--- src/hdl/i2cbs_pkg.sv ---
// Package for the I2C master bit sequencer.
// Holds the command and step transaction types, request codes and shared structs.
// No dependencies.
package i2cbs_pkg;

	localparam int BITS_PER_BYTE = 8;
	localparam int BIT_IDX_W = $clog2(BITS_PER_BYTE);
	localparam int GROUP_W = $clog2(BITS_PER_BYTE + 1);
	localparam int PEND_W = 4;

	localparam logic [2:0] REQ_START = 3'd0;
	localparam logic [2:0] REQ_RSTART = 3'd1;
	localparam logic [2:0] REQ_STOP = 3'd2;
	localparam logic [2:0] REQ_WRITE = 3'd3;
	localparam logic [2:0] REQ_READ = 3'd4;
	localparam logic [2:0] REQ_SAMPLE = 3'd5;

	typedef struct packed {
		logic [2:0] req_type;
		logic [7:0] data_byte;
		logic send_ack;
		logic sda_level;
	} cmd_t;

	typedef struct packed {
		logic scl_level;
		logic sda_pull_low;
		logic sample_request;
		logic step_last;
		logic rx_valid;
		logic [7:0] rx_byte;
		logic ack_seen;
	} step_t;

	typedef struct packed {
		logic [PEND_W-1:0] pending;
		logic expect_data;
		logic [7:0] shift;
	} rx_state_t;

	typedef struct packed {
		logic emit;
		logic last;
		logic group_end;
	} step_ctl_t;

endpackage

--- src/hdl/i2cbs_step_gen.sv ---
// Step decoder for the I2C master bit sequencer.
// Maps the held command, its bit group and phase, and the receive state to one step.
// Depends on i2cbs_pkg.
module i2cbs_step_gen (
	input  i2cbs_pkg::cmd_t                    cmd,
	input  logic [i2cbs_pkg::GROUP_W-1:0]      group,
	input  logic [1:0]                         phase,
	input  i2cbs_pkg::rx_state_t               rx,
	output i2cbs_pkg::step_t                   res,
	output i2cbs_pkg::step_ctl_t               ctl
);

	logic group_done;
	logic tx_group;
	logic rx_group;
	logic tx_low;
	logic [i2cbs_pkg::BIT_IDX_W-1:0] bit_idx;

	assign group_done = (group == i2cbs_pkg::GROUP_W'(i2cbs_pkg::BITS_PER_BYTE));
	assign bit_idx = i2cbs_pkg::BIT_IDX_W'(i2cbs_pkg::BITS_PER_BYTE - 1)
		- group[i2cbs_pkg::BIT_IDX_W-1:0];

	always_comb begin
		res = '0;
		ctl.emit = 1'b1;
		ctl.last = 1'b0;
		ctl.group_end = 1'b0;
		tx_group = 1'b0;
		rx_group = 1'b0;
		tx_low = 1'b0;
		case (cmd.req_type)
			i2cbs_pkg::REQ_START: begin
				res.scl_level = (phase != 2'd2);
				res.sda_pull_low = (phase != 2'd0);
				ctl.last = (phase == 2'd2);
			end
			i2cbs_pkg::REQ_RSTART: begin
				res.scl_level = (phase == 2'd1) || (phase == 2'd2);
				res.sda_pull_low = phase[1];
				ctl.last = (phase == 2'd3);
			end
			i2cbs_pkg::REQ_STOP: begin
				res.scl_level = (phase != 2'd0);
				res.sda_pull_low = (phase != 2'd2);
				ctl.last = (phase == 2'd2);
			end
			i2cbs_pkg::REQ_WRITE: begin
				if (!group_done) begin
					tx_group = 1'b1;
					tx_low = ~cmd.data_byte[bit_idx];
				end else begin
					rx_group = 1'b1;
				end
			end
			i2cbs_pkg::REQ_READ: begin
				if (!group_done) begin
					rx_group = 1'b1;
				end else begin
					tx_group = 1'b1;
					tx_low = cmd.send_ack;
				end
			end
			i2cbs_pkg::REQ_SAMPLE: begin
				ctl.last = 1'b1;
				ctl.emit = (rx.pending != '0)
					&& (!rx.expect_data || (rx.pending == i2cbs_pkg::PEND_W'(1)));
				res.rx_valid = 1'b1;
				if (rx.expect_data) begin
					res.rx_byte = {rx.shift[6:0], cmd.sda_level};
				end else begin
					res.ack_seen = ~cmd.sda_level;
				end
			end
			default: begin
				ctl.emit = 1'b0;
				ctl.last = 1'b1;
			end
		endcase

		if (tx_group) begin
			res.scl_level = (phase == 2'd1);
			res.sda_pull_low = tx_low;
			ctl.group_end = (phase == 2'd2);
		end
		if (rx_group) begin
			res.scl_level = (phase == 2'd1) || (phase == 2'd2);
			res.sample_request = (phase == 2'd2);
			ctl.group_end = (phase == 2'd3);
		end
		if (tx_group || rx_group) begin
			ctl.last = group_done && ctl.group_end;
		end
		res.step_last = ctl.last && (cmd.req_type != i2cbs_pkg::REQ_SAMPLE);
	end

endmodule

--- src/hdl/i2cbs_rx_state.sv ---
// Receive collector state for the I2C master bit sequencer.
// Tracks pending samples, byte or ACK mode and the shift register, updated as commands retire.
// Depends on i2cbs_pkg.
module i2cbs_rx_state (
	input  logic                 clk,
	input  logic                 arst_n,
	input  logic                 retire,
	input  i2cbs_pkg::cmd_t      cmd,
	output i2cbs_pkg::rx_state_t rx
);

	i2cbs_pkg::rx_state_t rx_q;

	assign rx = rx_q;

	always_ff @(posedge clk or negedge arst_n) begin
		if (!arst_n) begin
			rx_q <= '0;
		end else if (retire) begin
			case (cmd.req_type)
				i2cbs_pkg::REQ_WRITE: begin
					rx_q.pending <= i2cbs_pkg::PEND_W'(1);
					rx_q.expect_data <= 1'b0;
					rx_q.shift <= '0;
				end
				i2cbs_pkg::REQ_READ: begin
					rx_q.pending <= i2cbs_pkg::PEND_W'(i2cbs_pkg::BITS_PER_BYTE);
					rx_q.expect_data <= 1'b1;
					rx_q.shift <= '0;
				end
				i2cbs_pkg::REQ_SAMPLE: begin
					if (rx_q.pending != '0) begin
						if (rx_q.expect_data) begin
							rx_q.shift <= {rx_q.shift[6:0], cmd.sda_level};
							rx_q.pending <= rx_q.pending - i2cbs_pkg::PEND_W'(1);
						end else begin
							rx_q.pending <= '0;
						end
					end
				end
				default: begin
				end
			endcase
		end
	end

endmodule

--- src/hdl/i2c_master_bit_sequencer.sv ---
// A command is taken into the command register; its steps go out through the output register,
// one step per cycle while the output is not stalled. Start, repeated start, stop, write and
// read have 3, 4, 3, 28 and 35 steps; a sample has one step or none, an unused code none.
// The next command is taken at the edge on which the last step of the current one is issued.
// Reset clears the valid flags, step counters and the receive collector state.
module i2c_master_bit_sequencer (
	input  logic              clk,
	input  logic              arst_n,
	input  logic              cmd_valid,
	output logic              cmd_stall,
	input  i2cbs_pkg::cmd_t   cmd,
	output logic              step_valid,
	input  logic              step_stall,
	output i2cbs_pkg::step_t  step
);

	i2cbs_pkg::cmd_t cmd_s1;
	logic cmd_valid_s1;
	logic [i2cbs_pkg::GROUP_W-1:0] group_s1;
	logic [1:0] phase_s1;

	i2cbs_pkg::step_t step_s2;
	logic step_valid_s2;

	i2cbs_pkg::rx_state_t rx;
	i2cbs_pkg::step_t res;
	i2cbs_pkg::step_ctl_t ctl;

	logic out_free;
	logic advance;
	logic retire;
	logic cmd_accept;

	i2cbs_step_gen u_step_gen (
		.cmd   (cmd_s1),
		.group (group_s1),
		.phase (phase_s1),
		.rx    (rx),
		.res   (res),
		.ctl   (ctl)
	);

	i2cbs_rx_state u_rx_state (
		.clk    (clk),
		.arst_n (arst_n),
		.retire (retire),
		.cmd    (cmd_s1),
		.rx     (rx)
	);

	assign out_free = !step_valid_s2 || !step_stall;
	assign advance = cmd_valid_s1 && (!ctl.emit || out_free);
	assign retire = advance && ctl.last;
	assign cmd_stall = cmd_valid_s1 && !retire;
	assign cmd_accept = cmd_valid && !cmd_stall;

	always_ff @(posedge clk or negedge arst_n) begin
		if (!arst_n) begin
			cmd_valid_s1 <= 1'b0;
			group_s1 <= '0;
			phase_s1 <= '0;
		end else if (cmd_accept) begin
			cmd_valid_s1 <= 1'b1;
			group_s1 <= '0;
			phase_s1 <= '0;
		end else if (retire) begin
			cmd_valid_s1 <= 1'b0;
		end else if (advance) begin
			if (ctl.group_end) begin
				group_s1 <= group_s1 + i2cbs_pkg::GROUP_W'(1);
				phase_s1 <= '0;
			end else begin
				phase_s1 <= phase_s1 + 2'd1;
			end
		end
	end

	always_ff @(posedge clk) begin
		if (cmd_accept) begin
			cmd_s1 <= cmd;
		end
	end

	always_ff @(posedge clk or negedge arst_n) begin
		if (!arst_n) begin
			step_valid_s2 <= 1'b0;
		end else if (out_free) begin
			step_valid_s2 <= advance && ctl.emit;
		end
	end

	always_ff @(posedge clk) begin
		if (out_free && advance && ctl.emit) begin
			step_s2 <= res;
		end
	end

	assign step_valid = step_valid_s2;
	assign step = step_s2;

endmodule

--- config.mk ---
export PLATFORM = sky130hd
export DESIGN_NAME = i2c_master_bit_sequencer
export DESIGN_NICKNAME = d
export VERILOG_FILES = /design/src/hdl/i2cbs_pkg.sv /design/src/hdl/i2cbs_step_gen.sv /design/src/hdl/i2cbs_rx_state.sv /design/src/hdl/i2c_master_bit_sequencer.sv
export SDC_FILE = /design/constraint.sdc
export NUM_CORES = 1
export LEC_CHECK = 0
export BUFFER_PORTS_ARGS = -buffer_cell sky130_fd_sc_hd__buf_2
export CAP_MARGIN = 10
export CELL_PAD_IN_SITES_DETAIL_PLACEMENT = 0
export CELL_PAD_IN_SITES_GLOBAL_PLACEMENT = 1
export CORE_ASPECT_RATIO = 0.9
export CORE_MARGIN = 2
export CORE_UTILIZATION = 30
export CTS_BUF_LIST = sky130_fd_sc_hd__clkbuf_8
export DETAILED_ROUTE_END_ITERATION = 10
export PLACE_DENSITY_LB_ADDON = 0.15
export SKIP_LAST_GASP = 1
export SLEW_MARGIN = 20
export SYNTH_ARGS = -nofsm -noshare
export SYNTH_HDL_FRONTEND = slang
export SYNTH_HIERARCHICAL = 1
export SYNTH_SLANG_ARGS = --single-unit
--- constraint.sdc ---
create_clock -name clk -period 6.5 [get_ports clk]
set_input_delay 0.325 -clock clk [delete_from_list [all_inputs] [get_ports clk]]
set_output_delay 0.325 -clock clk [all_outputs]
set_load 0.03 [all_outputs]
==> metrics.yaml <==
pwr:
  leak_pwr_nw: 1.14
  vdd_ir_drop_max_v: 0.000137
  powerDensity_mw_per_mm2: 386
die:
  die_w_um: 97.5
  fp-row-count: 30
  initial_utilization: 0.311
  die_outline_height_um: 88.2
  io_pins: 33
  die_area_mm2: 0.00860
  floorplan.core_area_mm2: 0.00758
clocking:
  htree_num_levels: 2
  cts.hold.buffers_added: 1
  worst_setup_hold_path_clk_slew_ps: 100
  clock_path_buffers: 2
  root_buffer_cell: "sky130_fd_sc_hd__clkbuf_8"
  post_cts.resized_instances: 0
  numClockSinks: 47
  post-cts-setup-buffers: 0
  tritoncts: "done"
  cts_buffers: 5
  clk_latency_ps: 300
synthesis:
  synth_fp_nets: 217
  synth-warning-count: 6
  post_synth.cell_area_avg_um2: 12.2
  post_synth_instance_area_mm2: 0.00236
  instance_count_of_the_mapped_netlist: 194
timing:
  setup_repair_after_global_routing_missed_its_margin: "no"
  least_margin_pin_slew_ps: 884
  fin_tns_setup_ps: 0
  maxSlewHeadroom: 0.402
  timing.final.max_slew_violations: 0
  finalHoldWorstSlack_ps: 192
  min_period_ps: 2870
  final_setup_skew_ps: 11.0
  final-hold-violation-count: 0
  setup-violations-final: 0
  max_freq_ghz: 0.349
  layout_worst_path_cycle_share: 0.441
worst_hold_path:
  worstHoldPathType: "in2reg"
worst_setup_path:
  timing.critical_path.depth: 7
  reg2reg_from: "group_s1[0]"
  timing.reg2reg.setup_slack_ps: 3630
  worst_path_most_repeated_cell: "sky130_fd_sc_hd__or4b_1"
  bufs_and_invs_on_worst_path: 0
  crit_path_cell_trace: "or4b_1, mux2i_1, or4b_1, o21ai_0, nand2_1, or4_1, o211ai_1"
  start_kind: "register"
  crit_end: "group_s1[2]"
  crit_path_max_fanout: 8
  worstPathRequired_ps: 6710
  slowest_cell_on_the_critical_path: "sky130_fd_sc_hd__or4b_1"
  path_class: "reg2reg"
  worst-endpoint-arrival_ps: 3080
  cp-startpoint: "group_s1[0]"
  crit_path_capture_type: "register"
  worst-r2r-cell-count: 7
  timing.rr.end: "group_s1[2]"
  path_delay_family: "simple AND/OR/NAND/NOR gates"
  critical_path.max_stage_delay_ps: 690
global_routing:
  wire_length_of_the_first_global_routing_pass_mm: 7.73
  antenna_found_initial: 0
  vias_in_the_first_global_route: 1533
  grt-ovfl-total: 0
  groute.usage.overall: 0.114
  largest_net_degree_at_the_start_of_global_routing: 21
final_layout:
  insertedDiodeCount: 0
  synthToLayoutAreaGrowth_pct: 16.4
  multi_input_area_um2: 980
  sequential_cell_area_mm2: 0.00131
  drive_gt1_frac: 0.223
  layout.filler_cells: 758
  nNetsFinal: 251
status:
  status: "complete, no violations"
detailed_routing:
  post_dr_vias_cell: 4.86
  totalWireLength_mm: 4.58
  detail_route.wl_per_cell_um: 14.1
  drt_pre_antenna_iters: 4
  drc: 0
  antenna_left: 0
  number_of_design_rule_violations_left_by_the_first_detailed_router_iteration: 68
  total_via_count_in_the_routed_design: 1580
placement:
  place_hpwl_mm: 3.26
  place_congestion: 0.674
  buffer_ports.inserted: 32
job:
  drv.max_cap_violation_count: 0
-- cells in the final DEF, fill, tap and decap left out, drive strengths merged, types with 4 or more instances in the layout --
cell and n:
nor3 4, a21oi 8, nand4 4, ha 6
and3 10, inv 13, a22o 9, dfrtp 20
nand3 4, nand2 11, o21ai 8, o211ai 5
buf 33, edfxtp 27, nor2 9, clkbuf 5
-- sequential cells by signal, indices dropped and copies added, names as in the netlist --
| name | flops |
|---|---|
| group_s1 | 4 |
| cmd_valid_s1 | 1 |
| u_rx_state/rx | 12 |
| step_valid | 1 |
| cmd_s1 | 13 |
| phase_s1 | 2 |
| step | 14 |
-- per-stage QoR --
step | setup slack (ps) | utilization | std cells | area, um^2 | power (W)
global route | 3350 | 0.363 | 325 | 2750 | 0.00114
finish | 3630 | 0.363 | 325 | 2750 | 0.00106
global placement | 3560 | 0.345 | 316 | 2620 | 0.000852
floorplan | 3470 | - | 194 | 2360 | 0.000751
CTS | 3480 | 0.362 | 325 | 2740 | 0.00107
detailed placement | 3470 | 0.345 | 316 | 2620 | 0.000850
-- power breakdown --
| group | switching (W) | internal (W) | total, W | leakage (nW) |
|---|---|---|---|---|
| Clock | 0.000103 | 0.000116 | 0.000219 | 0.0548 |
| Sequential | 0.0000813 | 0.000402 | 0.000483 | 0.511 |
| Combinational | 0.000216 | 0.000144 | 0.000360 | 0.571 |
| Total | 0.000400 | 0.000661 | 0.00106 | 1.14 |
-- metal layers --
metal / global-route usage / share of wire
met4: 0.0341 / 0.0068
met2: 0.167 / 0.43
met1: 0.162 / 0.52
met3: 0.0359 / 0.047
met5: 0 / 0
-- worst min path at each step --
stage,start,end,depth (start not counted)
2_1_floorplan,arst_n,cmd_valid_s1,0
3_3_place_gp,arst_n,group_s1[3],1
3_5_place_dp,arst_n,group_s1[2],1
4_1_cts,cmd[12],cmd_s1[12],1
5_1_grt,cmd[12],cmd_s1[12],1
6_report,cmd[12],cmd_s1[12],1
-- cell type report --
type | instances | share of cell area
clock buffers | 5 | 0.0250
clock inverters | 3 | 0.0168
inverters | 12 | 0.0164
multi-input cells | 128 | 0.356
flip-flops and latches | 47 | 0.477
well taps | 96 | 0.0437
repair buffers | 34 | 0.0646
Note: power is estimated with default switching activity, not from simulation.
